## config.mk

```make
export PLATFORM = sky130hd
export DESIGN_NAME = sm4_cbc_encryptor
export DESIGN_NICKNAME = d
export VERILOG_FILES = /design/src/design/sm4_pkg.sv /design/src/design/sm4_cbc_encryptor.sv /design/src/design/sm4_round.sv /design/src/design/sm4_key_store.sv
export VERILOG_INCLUDE_DIRS = /design/src /design/src/design
export SDC_FILE = /design/constraint.sdc
export NUM_CORES = 2
export LEC_CHECK = 0
export ABC_AREA = 0
export BUFFER_PORTS_ARGS = -buffer_cell sky130_fd_sc_hd__buf_4
export CAP_MARGIN = 25
export CORE_MARGIN = 4
export CORE_UTILIZATION = 40
export CTS_CLUSTER_SIZE = 10
export DETAILED_ROUTE_END_ITERATION = 12
export PLACE_DENSITY = 0.58
export SLEW_MARGIN = 5
export SYNTH_ARGS = -nofsm -noshare
export SYNTH_HDL_FRONTEND = slang
export SYNTH_SLANG_ARGS = --single-unit
```

## constraint.sdc

```tcl
create_clock -name clk -period 12.5 [get_ports clk]
set_input_delay 0 -clock clk [delete_from_list [all_inputs] [get_ports clk]]
set_output_delay 0 -clock clk [all_outputs]
set_load 0.1 [all_outputs]
```

## src/design/sm4_cbc_encryptor_macros.svh

```systemverilog
// assertion macros for the sm4 cbc encryptor
`ifndef SM4_CBC_ENCRYPTOR_MACROS_SVH
`define SM4_CBC_ENCRYPTOR_MACROS_SVH
`ifndef NO_ASSERTIONS
`define SM4_ASSERT(lbl, clk_s, rst_n_s, prop, msg) \
  lbl: assert property (@(posedge clk_s) disable iff (!rst_n_s) prop) else $error(msg);
`define SM4_ASSERT_NR(lbl, clk_s, prop, msg) \
  lbl: assert property (@(posedge clk_s) prop) else $error(msg);
`else
`define SM4_ASSERT(lbl, clk_s, rst_n_s, prop, msg)
`define SM4_ASSERT_NR(lbl, clk_s, prop, msg)
`endif
`endif

```

## src/design/sm4_pkg.sv

```systemverilog
// shared constants, tables and types for the sm4 cbc encryptor
`default_nettype none
package sm4_pkg;

  localparam int CHAIN_COUNT_DEF = 16;
  localparam int CHAIN_ID_W      = 4;
  localparam int HALF_W          = 64;
  localparam int WORD_W          = 32;
  localparam int ROUNDS          = 32;
  localparam int RND_W           = $clog2(ROUNDS);
  localparam logic [RND_W-1:0] RND_LAST = RND_W'(ROUNDS - 1);

  localparam int CFG_IDX_W = 2;
  localparam logic [CFG_IDX_W-1:0] CFG_KEY_HIGH = 2'd0;
  localparam logic [CFG_IDX_W-1:0] CFG_KEY_LOW  = 2'd1;
  localparam logic [CFG_IDX_W-1:0] CFG_IV_HIGH  = 2'd2;
  localparam logic [CFG_IDX_W-1:0] CFG_IV_LOW   = 2'd3;

  localparam logic [WORD_W-1:0] FK0 = 32'ha3b1bac6;
  localparam logic [WORD_W-1:0] FK1 = 32'h56aa3350;
  localparam logic [WORD_W-1:0] FK2 = 32'h677d9197;
  localparam logic [WORD_W-1:0] FK3 = 32'hb27022dc;

  localparam logic [7:0] SBOX_ROM [0:255] = '{
    8'hd6,8'h90,8'he9,8'hfe,8'hcc,8'he1,8'h3d,8'hb7,8'h16,8'hb6,8'h14,8'hc2,8'h28,8'hfb,8'h2c,8'h05,
    8'h2b,8'h67,8'h9a,8'h76,8'h2a,8'hbe,8'h04,8'hc3,8'haa,8'h44,8'h13,8'h26,8'h49,8'h86,8'h06,8'h99,
    8'h9c,8'h42,8'h50,8'hf4,8'h91,8'hef,8'h98,8'h7a,8'h33,8'h54,8'h0b,8'h43,8'hed,8'hcf,8'hac,8'h62,
    8'he4,8'hb3,8'h1c,8'ha9,8'hc9,8'h08,8'he8,8'h95,8'h80,8'hdf,8'h94,8'hfa,8'h75,8'h8f,8'h3f,8'ha6,
    8'h47,8'h07,8'ha7,8'hfc,8'hf3,8'h73,8'h17,8'hba,8'h83,8'h59,8'h3c,8'h19,8'he6,8'h85,8'h4f,8'ha8,
    8'h68,8'h6b,8'h81,8'hb2,8'h71,8'h64,8'hda,8'h8b,8'hf8,8'heb,8'h0f,8'h4b,8'h70,8'h56,8'h9d,8'h35,
    8'h1e,8'h24,8'h0e,8'h5e,8'h63,8'h58,8'hd1,8'ha2,8'h25,8'h22,8'h7c,8'h3b,8'h01,8'h21,8'h78,8'h87,
    8'hd4,8'h00,8'h46,8'h57,8'h9f,8'hd3,8'h27,8'h52,8'h4c,8'h36,8'h02,8'he7,8'ha0,8'hc4,8'hc8,8'h9e,
    8'hea,8'hbf,8'h8a,8'hd2,8'h40,8'hc7,8'h38,8'hb5,8'ha3,8'hf7,8'hf2,8'hce,8'hf9,8'h61,8'h15,8'ha1,
    8'he0,8'hae,8'h5d,8'ha4,8'h9b,8'h34,8'h1a,8'h55,8'had,8'h93,8'h32,8'h30,8'hf5,8'h8c,8'hb1,8'he3,
    8'h1d,8'hf6,8'he2,8'h2e,8'h82,8'h66,8'hca,8'h60,8'hc0,8'h29,8'h23,8'hab,8'h0d,8'h53,8'h4e,8'h6f,
    8'hd5,8'hdb,8'h37,8'h45,8'hde,8'hfd,8'h8e,8'h2f,8'h03,8'hff,8'h6a,8'h72,8'h6d,8'h6c,8'h5b,8'h51,
    8'h8d,8'h1b,8'haf,8'h92,8'hbb,8'hdd,8'hbc,8'h7f,8'h11,8'hd9,8'h5c,8'h41,8'h1f,8'h10,8'h5a,8'hd8,
    8'h0a,8'hc1,8'h31,8'h88,8'ha5,8'hcd,8'h7b,8'hbd,8'h2d,8'h74,8'hd0,8'h12,8'hb8,8'he5,8'hb4,8'hb0,
    8'h89,8'h69,8'h97,8'h4a,8'h0c,8'h96,8'h77,8'h7e,8'h65,8'hb9,8'hf1,8'h09,8'hc5,8'h6e,8'hc6,8'h84,
    8'h18,8'hf0,8'h7d,8'hec,8'h3a,8'hdc,8'h4d,8'h20,8'h79,8'hee,8'h5f,8'h3e,8'hd7,8'hcb,8'h39,8'h48
  };

  typedef struct packed {
    logic              en;
    logic [RND_W-1:0]  idx;
    logic [WORD_W-1:0] data;
  } rk_wr_t;

  // schedule constant, byte j of word i is (4i+j)*7 mod 256
  function automatic logic [WORD_W-1:0] ck_word(input logic [RND_W-1:0] idx);
    logic [WORD_W-1:0] w;
    logic [7:0]        base;
    w = '0;
    base = {3'b000, idx} << 2;
    for (int j = 0; j < 4; j++) begin
      w = {w[WORD_W-9:0], 8'((base + 8'(j)) * 8'd7)};
    end
    return w;
  endfunction

  function automatic logic [WORD_W-1:0] rotl32(input logic [WORD_W-1:0] v, input int n);
    return (v << n) | (v >> (WORD_W - n));
  endfunction

endpackage
`default_nettype wire

```

## src/design/sm4_cbc_encryptor.sv

```systemverilog
// top level of the sm4 cbc encryptor with per-chain carry storage
//
// input channel: in_valid / in_stall carry one plaintext word (chain number,
// two 64-bit halves, last-block mark); a word is taken when in_valid is high
// and in_stall low. output channel: out_valid / out_stall return the
// ciphertext word with the chain number and last-block mark copied.
// config channel: cfg_valid / cfg_ready, cfg_index selects key high, key low,
// iv high, iv low; cfg_ready is always high.
// a word runs from acceptance to out_valid as follows: the carry memory is
// read at the accepting edge, then the chaining xor is loaded, 32 rounds run
// through the single shared round unit and the word commits; the next word is
// taken only after that commit, once the state is back in idle.
// a key write re-runs the key schedule on the same round unit, one setup
// step and 32 rounds; in_stall is high while the schedule is pending or running. after
// reset the schedule runs from the all-zero key, all chains start from the
// iv, and out_valid is low.
// when out_stall holds a finished word, the next word still enters and runs;
// it waits in the commit step until the output register frees up.
`default_nettype none
`include "sm4_cbc_encryptor_macros.svh"
module sm4_cbc_encryptor import sm4_pkg::*; #(
  parameter int CHAIN_COUNT = CHAIN_COUNT_DEF
) (
  input  wire logic                  clk,
  input  wire logic                  rst_n,
  input  wire logic                  in_valid,
  output logic                       in_stall,
  input  wire logic [CHAIN_ID_W-1:0] in_chain_id,
  input  wire logic [HALF_W-1:0]     in_plain_high,
  input  wire logic [HALF_W-1:0]     in_plain_low,
  input  wire logic                  in_final_block,
  output logic                       out_valid,
  input  wire logic                  out_stall,
  output logic      [CHAIN_ID_W-1:0] out_chain,
  output logic      [HALF_W-1:0]     out_cipher_high,
  output logic      [HALF_W-1:0]     out_cipher_low,
  output logic                       out_final,
  input  wire logic                  cfg_valid,
  output logic                       cfg_ready,
  input  wire logic [CFG_IDX_W-1:0]  cfg_index,
  input  wire logic [HALF_W-1:0]     cfg_data
);

  localparam int CHAIN_AW = (CHAIN_COUNT > 1) ? $clog2(CHAIN_COUNT) : 1;

  localparam logic [2:0] ST_KINIT = 3'd0;
  localparam logic [2:0] ST_KEXP  = 3'd1;
  localparam logic [2:0] ST_IDLE  = 3'd2;
  localparam logic [2:0] ST_LOAD  = 3'd3;
  localparam logic [2:0] ST_RUN   = 3'd4;
  localparam logic [2:0] ST_FIN   = 3'd5;

  logic [2:0]            state_r, state_nxt;
  logic [RND_W-1:0]      cnt_r, cnt_nxt;
  logic                  kpend_r, kpend_nxt;
  logic                  out_valid_r, out_valid_nxt;
  logic [WORD_W-1:0]     x0_r, x1_r, x2_r, x3_r;
  logic [HALF_W-1:0]     key_high_r, key_low_r, iv_high_r, iv_low_r;
  logic [CHAIN_ID_W-1:0] chain_r;
  logic [CHAIN_AW-1:0]   idx_r;
  logic                  fin_r, track_r, open_hit_r;
  logic [HALF_W-1:0]     ph_r, pl_r;
  logic [2*HALF_W-1:0]   carry_mem [CHAIN_COUNT];
  logic [2*HALF_W-1:0]   carry_rd_r;
  logic [CHAIN_COUNT-1:0] open_r;
  logic [CHAIN_ID_W-1:0] out_chain_r;
  logic [HALF_W-1:0]     out_high_r, out_low_r;
  logic                  out_final_r;

  logic                  accept, cfg_we, out_load, carry_we, in_track;
  logic [CHAIN_AW-1:0]   in_idx;
  logic [2*HALF_W-1:0]   chain_src, mix;
  logic [WORD_W-1:0]     rk_in, rk_rd, y;
  rk_wr_t                rk_wr;

  assign in_stall  = (state_r != ST_IDLE) || kpend_r;
  assign cfg_ready = 1'b1;
  assign accept    = in_valid && !in_stall;
  assign cfg_we    = cfg_valid && cfg_ready;
  assign out_load  = (state_r == ST_FIN) && (!out_valid_r || !out_stall);
  assign carry_we  = out_load && track_r;
  assign in_track  = 32'(in_chain_id) < CHAIN_COUNT;
  assign in_idx    = CHAIN_AW'(in_chain_id);

  assign chain_src = open_hit_r ? carry_rd_r : {iv_high_r, iv_low_r};
  assign mix       = chain_src ^ {ph_r, pl_r};

  assign rk_in = (state_r == ST_KEXP) ? ck_word(cnt_r) : rk_rd;

  assign rk_wr.en   = (state_r == ST_KEXP);
  assign rk_wr.idx  = cnt_r;
  assign rk_wr.data = y;

  sm4_round u_round (
    .a0    (x0_r),
    .a1    (x1_r),
    .a2    (x2_r),
    .a3    (x3_r),
    .rk    (rk_in),
    .sched (state_r == ST_KEXP),
    .y     (y)
  );

  sm4_key_store u_keys (
    .clk     (clk),
    .wr      (rk_wr),
    .rd_idx  (cnt_r),
    .rd_data (rk_rd)
  );

  always_comb begin
    state_nxt     = state_r;
    cnt_nxt       = cnt_r;
    kpend_nxt     = kpend_r;
    out_valid_nxt = out_valid_r;
    if (out_valid_r && !out_stall) begin
      out_valid_nxt = 1'b0;
    end
    unique case (state_r)
      ST_KINIT: begin
        kpend_nxt = 1'b0;
        cnt_nxt   = '0;
        state_nxt = ST_KEXP;
      end
      ST_KEXP: begin
        cnt_nxt = cnt_r + 1'b1;
        if (kpend_r) begin
          state_nxt = ST_KINIT;
        end else if (cnt_r == RND_LAST) begin
          state_nxt = ST_IDLE;
        end
      end
      ST_IDLE: begin
        if (kpend_r) begin
          state_nxt = ST_KINIT;
        end else if (accept) begin
          state_nxt = ST_LOAD;
        end
      end
      ST_LOAD: begin
        cnt_nxt   = '0;
        state_nxt = ST_RUN;
      end
      ST_RUN: begin
        cnt_nxt = cnt_r + 1'b1;
        if (cnt_r == RND_LAST) begin
          state_nxt = ST_FIN;
        end
      end
      ST_FIN: begin
        if (out_load) begin
          out_valid_nxt = 1'b1;
          state_nxt     = ST_IDLE;
        end
      end
      default: begin
        state_nxt = ST_KINIT;
      end
    endcase
    if (cfg_we && (cfg_index == CFG_KEY_HIGH || cfg_index == CFG_KEY_LOW)) begin
      kpend_nxt = 1'b1;
    end
  end

  always_ff @(posedge clk) begin
    if (!rst_n) begin
      state_r     <= ST_KINIT;
      cnt_r       <= '0;
      kpend_r     <= 1'b0;
      out_valid_r <= 1'b0;
      key_high_r  <= '0;
      key_low_r   <= '0;
      iv_high_r   <= '0;
      iv_low_r    <= '0;
      open_r      <= '0;
    end else begin
      state_r     <= state_nxt;
      cnt_r       <= cnt_nxt;
      kpend_r     <= kpend_nxt;
      out_valid_r <= out_valid_nxt;
      if (cfg_we) begin
        unique case (cfg_index)
          CFG_KEY_HIGH: key_high_r <= cfg_data;
          CFG_KEY_LOW:  key_low_r  <= cfg_data;
          CFG_IV_HIGH:  iv_high_r  <= cfg_data;
          CFG_IV_LOW:   iv_low_r   <= cfg_data;
          default: begin
          end
        endcase
      end
      if (carry_we) begin
        open_r[idx_r] <= !fin_r;
      end
    end
  end

  // word registers and round datapath
  always_ff @(posedge clk) begin
    if (accept) begin
      chain_r    <= in_chain_id;
      idx_r      <= in_idx;
      ph_r       <= in_plain_high;
      pl_r       <= in_plain_low;
      fin_r      <= in_final_block;
      track_r    <= in_track;
      open_hit_r <= in_track && open_r[in_idx];
    end
    case (state_r)
      ST_KINIT: begin
        x0_r <= key_high_r[63:32] ^ FK0;
        x1_r <= key_high_r[31:0] ^ FK1;
        x2_r <= key_low_r[63:32] ^ FK2;
        x3_r <= key_low_r[31:0] ^ FK3;
      end
      ST_LOAD: begin
        x0_r <= mix[127:96];
        x1_r <= mix[95:64];
        x2_r <= mix[63:32];
        x3_r <= mix[31:0];
      end
      ST_KEXP, ST_RUN: begin
        x0_r <= x1_r;
        x1_r <= x2_r;
        x2_r <= x3_r;
        x3_r <= y;
      end
      default: begin
      end
    endcase
    if (out_load) begin
      out_chain_r <= chain_r;
      out_high_r  <= {x3_r, x2_r};
      out_low_r   <= {x1_r, x0_r};
      out_final_r <= fin_r;
    end
  end

  // carry memory
  always_ff @(posedge clk) begin
    if (carry_we) begin
      carry_mem[idx_r] <= {x3_r, x2_r, x1_r, x0_r};
    end
    if (accept) begin
      carry_rd_r <= carry_mem[in_idx];
    end
  end

  assign out_valid       = out_valid_r;
  assign out_chain       = out_chain_r;
  assign out_cipher_high = out_high_r;
  assign out_cipher_low  = out_low_r;
  assign out_final       = out_final_r;

  `SM4_ASSERT_NR(a_reset_state, clk, !rst_n |=> (state_r == ST_KINIT && !out_valid_r), "reset did not restart key schedule")
  `SM4_ASSERT(a_accept_load, clk, rst_n, accept |=> (state_r == ST_LOAD), "accepted word did not enter load")
  `SM4_ASSERT(a_last_round, clk, rst_n, (state_r == ST_RUN && cnt_r == RND_LAST) |=> (state_r == ST_FIN), "round count overrun")
  `SM4_ASSERT(a_out_load, clk, rst_n, out_load |=> (out_valid_r && state_r != ST_FIN), "committed word not presented")
  `SM4_ASSERT(a_kpend_stall, clk, rst_n, kpend_r |-> in_stall, "word taken with key schedule pending")

endmodule
`default_nettype wire

```

## src/design/sm4_round.sv

```systemverilog
// shared sm4 round unit, cipher or key schedule linear transform
`default_nettype none
module sm4_round import sm4_pkg::*; (
  input  wire logic [WORD_W-1:0] a0,
  input  wire logic [WORD_W-1:0] a1,
  input  wire logic [WORD_W-1:0] a2,
  input  wire logic [WORD_W-1:0] a3,
  input  wire logic [WORD_W-1:0] rk,
  input  wire logic              sched,
  output logic      [WORD_W-1:0] y
);

  logic [WORD_W-1:0] s;
  logic [WORD_W-1:0] b;
  logic [WORD_W-1:0] l;

  always_comb begin
    s = a1 ^ a2 ^ a3 ^ rk;
    b = {SBOX_ROM[s[31:24]], SBOX_ROM[s[23:16]], SBOX_ROM[s[15:8]], SBOX_ROM[s[7:0]]};
    if (sched) begin
      l = b ^ rotl32(b, 13) ^ rotl32(b, 23);
    end else begin
      l = b ^ rotl32(b, 2) ^ rotl32(b, 10) ^ rotl32(b, 18) ^ rotl32(b, 24);
    end
    y = a0 ^ l;
  end

endmodule
`default_nettype wire

```

## src/design/sm4_key_store.sv

```systemverilog
// round key register file, one write and one read port
`default_nettype none
module sm4_key_store import sm4_pkg::*; (
  input  wire logic              clk,
  input  wire rk_wr_t            wr,
  input  wire logic [RND_W-1:0]  rd_idx,
  output logic      [WORD_W-1:0] rd_data
);

  logic [WORD_W-1:0] rk_r [ROUNDS];

  always_ff @(posedge clk) begin
    if (wr.en) begin
      rk_r[wr.idx] <= wr.data;
    end
  end

  assign rd_data = rk_r[rd_idx];

endmodule
`default_nettype wire

```

==> metrics.txt <==
status=complete, no violations; Cell variety after synth=133; Starting Density=40.2%; Sum Neg Setup Slack=0 ns; proportion of layout cells with a drive suffix above 1=20.0%; post-synthesis mux area share=13.2%; cts hold-fix bufs=406; Root Buffer=clkbuf_16; Overflow after GRT=0; largest net degree at the start of global routing=154; row cnt=239; CTS buffer count=437; area grow syn2layout=16.6%; worst path cell trace=buf_4 > nor2b_2 > buf_4 > a22o_1 > o21ai_0 > a41oi_1 > or2_2 > ha_1 > inv_1 > a211oi_1 > o21ai_0 > a31oi_1 > o32ai_1 > a2111oi_4 > xnor2_1 > xnor3_1 > mux2i_1 > xnor2_2 > buf_4 > a221o_1; Synth Area in Compound Gates=9.36%; Port Buf Inserts=338; Yosys warning count=0; Storage cell area=114000 um^2; slowest stage cell, crit path=ha_1; gr usage total=30.3%; Primary FF master, synth=edfxtp_1; Critical Path Start Type=register; CTS resizes=0; Final Net Count=11909; area of the multi-input gates=53400 um^2; Placed Area=181000 um^2; Via density=6.39; CP max stage delay=1.09 ns; Slew HR=14.5%; CP endpoint kind=register; drt initial violations=16194; DRC=0; Data arrival, critical path=9.98 ns; IO Pins=340; Setup Buffers After CTS=0; number of global-route vias before repair=109203; Synth Area in Simple Gates=5.41%; clock sink total=3882; post-place setup slack=3.53 ns; EDFF count, synth=3595; H-tree levels=5; Core ar.=424000 um^2; Tmin final=9.32 ns; die area=436000 um^2; CP Class=reg2reg; post-route ant nets=0; Vias=112679; Initial DRT Pass Iterations=8; Setup Viol. Count Final=0; max cap viols=0; die width=660 um; initial antenna violation count=36; DP HPWL=414 mm; sequential fraction of the synthesis area=66.8%; Fin Clk Skew=0.138 ns; Worst EP required=13.16 ns; TritonCTS clock tree=done; Hold Fails Final Rpt=0; Die Ht=660 um; first-pass GRT wire length=920 mm; Synth Area in XOR/XNOR=2.22%; fin area=198000 um^2; Worst-Skew Late Latency=1.02 ns; R2R Setup Slk=3.18 ns; Post-Route WL=679 mm; part of the cycle the worst path needs=74.6%; Post-Syn Area=170000 um^2; worst slew pin tran=1.27 ns; GPL Wtd Cong=0.974; most numerous cell in the Yosys netlist=edfxtp_1; RSZ-0062 raised after global routing=false; CTS Buffer Depth=4; CP Max Fanout=44; area leader, netlist=edfxtp_1; fmax=107 MHz; clock-pin transition on the worst setup and hold timing paths=0.07 ns; Commonest cells post-synth=edfxtp_1, nand2_1, mux4_2; Async S/R FF share, synth=0%; Synth top area share=63.4%; Fillers=36072; routed len/inst=38.5 um; final worst setup slack=3.18 ns; Slew Viols, Final=0; top post-synthesis cells by area=edfxtp_1, mux4_2, dfxtp_1; Synth Area per Inst=15.8 um^2; synthesized flop and latch total=3882; Synth Area in Adders=0.535%; post-layout util=46.8%; total nets after synthesis=11013; cell mode on critical path=buf_4; largest family of logic cells by synthesized area=multiplexers; Post-Syn Instances=10741; class of the worst hold path=in2reg
## placed cells by master, fill, tap and decap left out, types with 328 or more instances in the layout
cell type      netlist  layout
buf_4               50     765
nor2_1             452     397
nand2_1            867     865
dlygate4sd3_1        0     405
a21oi_1            421     420
clkbuf_16            0     442
mux2i_1            465     464
edfxtp_1          3595    3595
mux4_2             772     772
o21ai_0            330     328
## critical path, delay by kind of cell, from the launching register on
kind / cells / cell delay (ns)
AOI/OAI and AO/OA: 9 / 3.56
buffers and inverters: 4 / 1.52
adders and majority gates: 1 / 1.09
DFF: 1 / 0.84
and+or+nand+nor: 2 / 0.84
xor gates and xnor gates: 3 / 0.74
muxes: 1 / 0.34
## worst paths after layout
check / startpoint / endpoint / cells past startpoint
setup / recovery: register / x3_r[6] / 20
hold / removal: cfg_data[0] / iv_low_r[0] / 4
setup reg to reg: register / x3_r[6] / 20
hold reg to reg: key_low_r[30] / key_low_r[30] / 2
## layout make-up
type | instances | area share (%)
timing repair buffer | 1242 | 5.66
antenna | 27 | 0.0340
tap | 5663 | 3.57
inverter | 67 | 0.134
multi-input combinational | 6007 | 26.9
clock buffer | 709 | 6.10
clock inverter | 37 | 0.311
sequential | 3882 | 57.3
## per-stage QoR
step	hold slack [ns]	std cells
floorplan	0.0989	10741
global placement	0.180	16407
detailed placement	0.179	16433
CTS	0.00858	17585
global route	0.0468	17620
finish	0.0593	17634
## cell families (layout without fill, tap and decap cells)
kind of cell | count (synthesis) | count (layout)
AOI/OAI and AO/OA | 2260 | 2260
xor gates and xnor gates | 396 | 396
adders and majority gates | 68 | 68
buffers and inverters | 852 | 2055
DFF | 3882 | 3882
muxes | 1268 | 1268
other | 1 | 28
and+or+nand+nor | 2014 | 2014
## layer usage
layer  GRT usage (%)  routed length, um  up-vias
li1                -                  -    44771
met1            40.6             263000    59412
met3            5.77              63800     1404
met5               0                 86        -
met4            14.2              36700       14
met2            47.9             316000     7078
## registers in the layout, indices dropped and copies added (netlist names), 16 cells and up, named ones only
name             flops
carry_rd_r         128
iv_high_r           64
key_high_r          64
key_low_r           64
x0_r                32
open_r              16
x1_r                32
iv_low_r            64
x3_r                32
out_cipher_high     64
u_keys.rk_r       1024
x2_r                32
carry_mem         2048
pl_r                64
ph_r                64
out_cipher_low      64
Power is not shown: default switching activity piles up to over one toggle a cycle in this logic, so the estimate is an artifact.
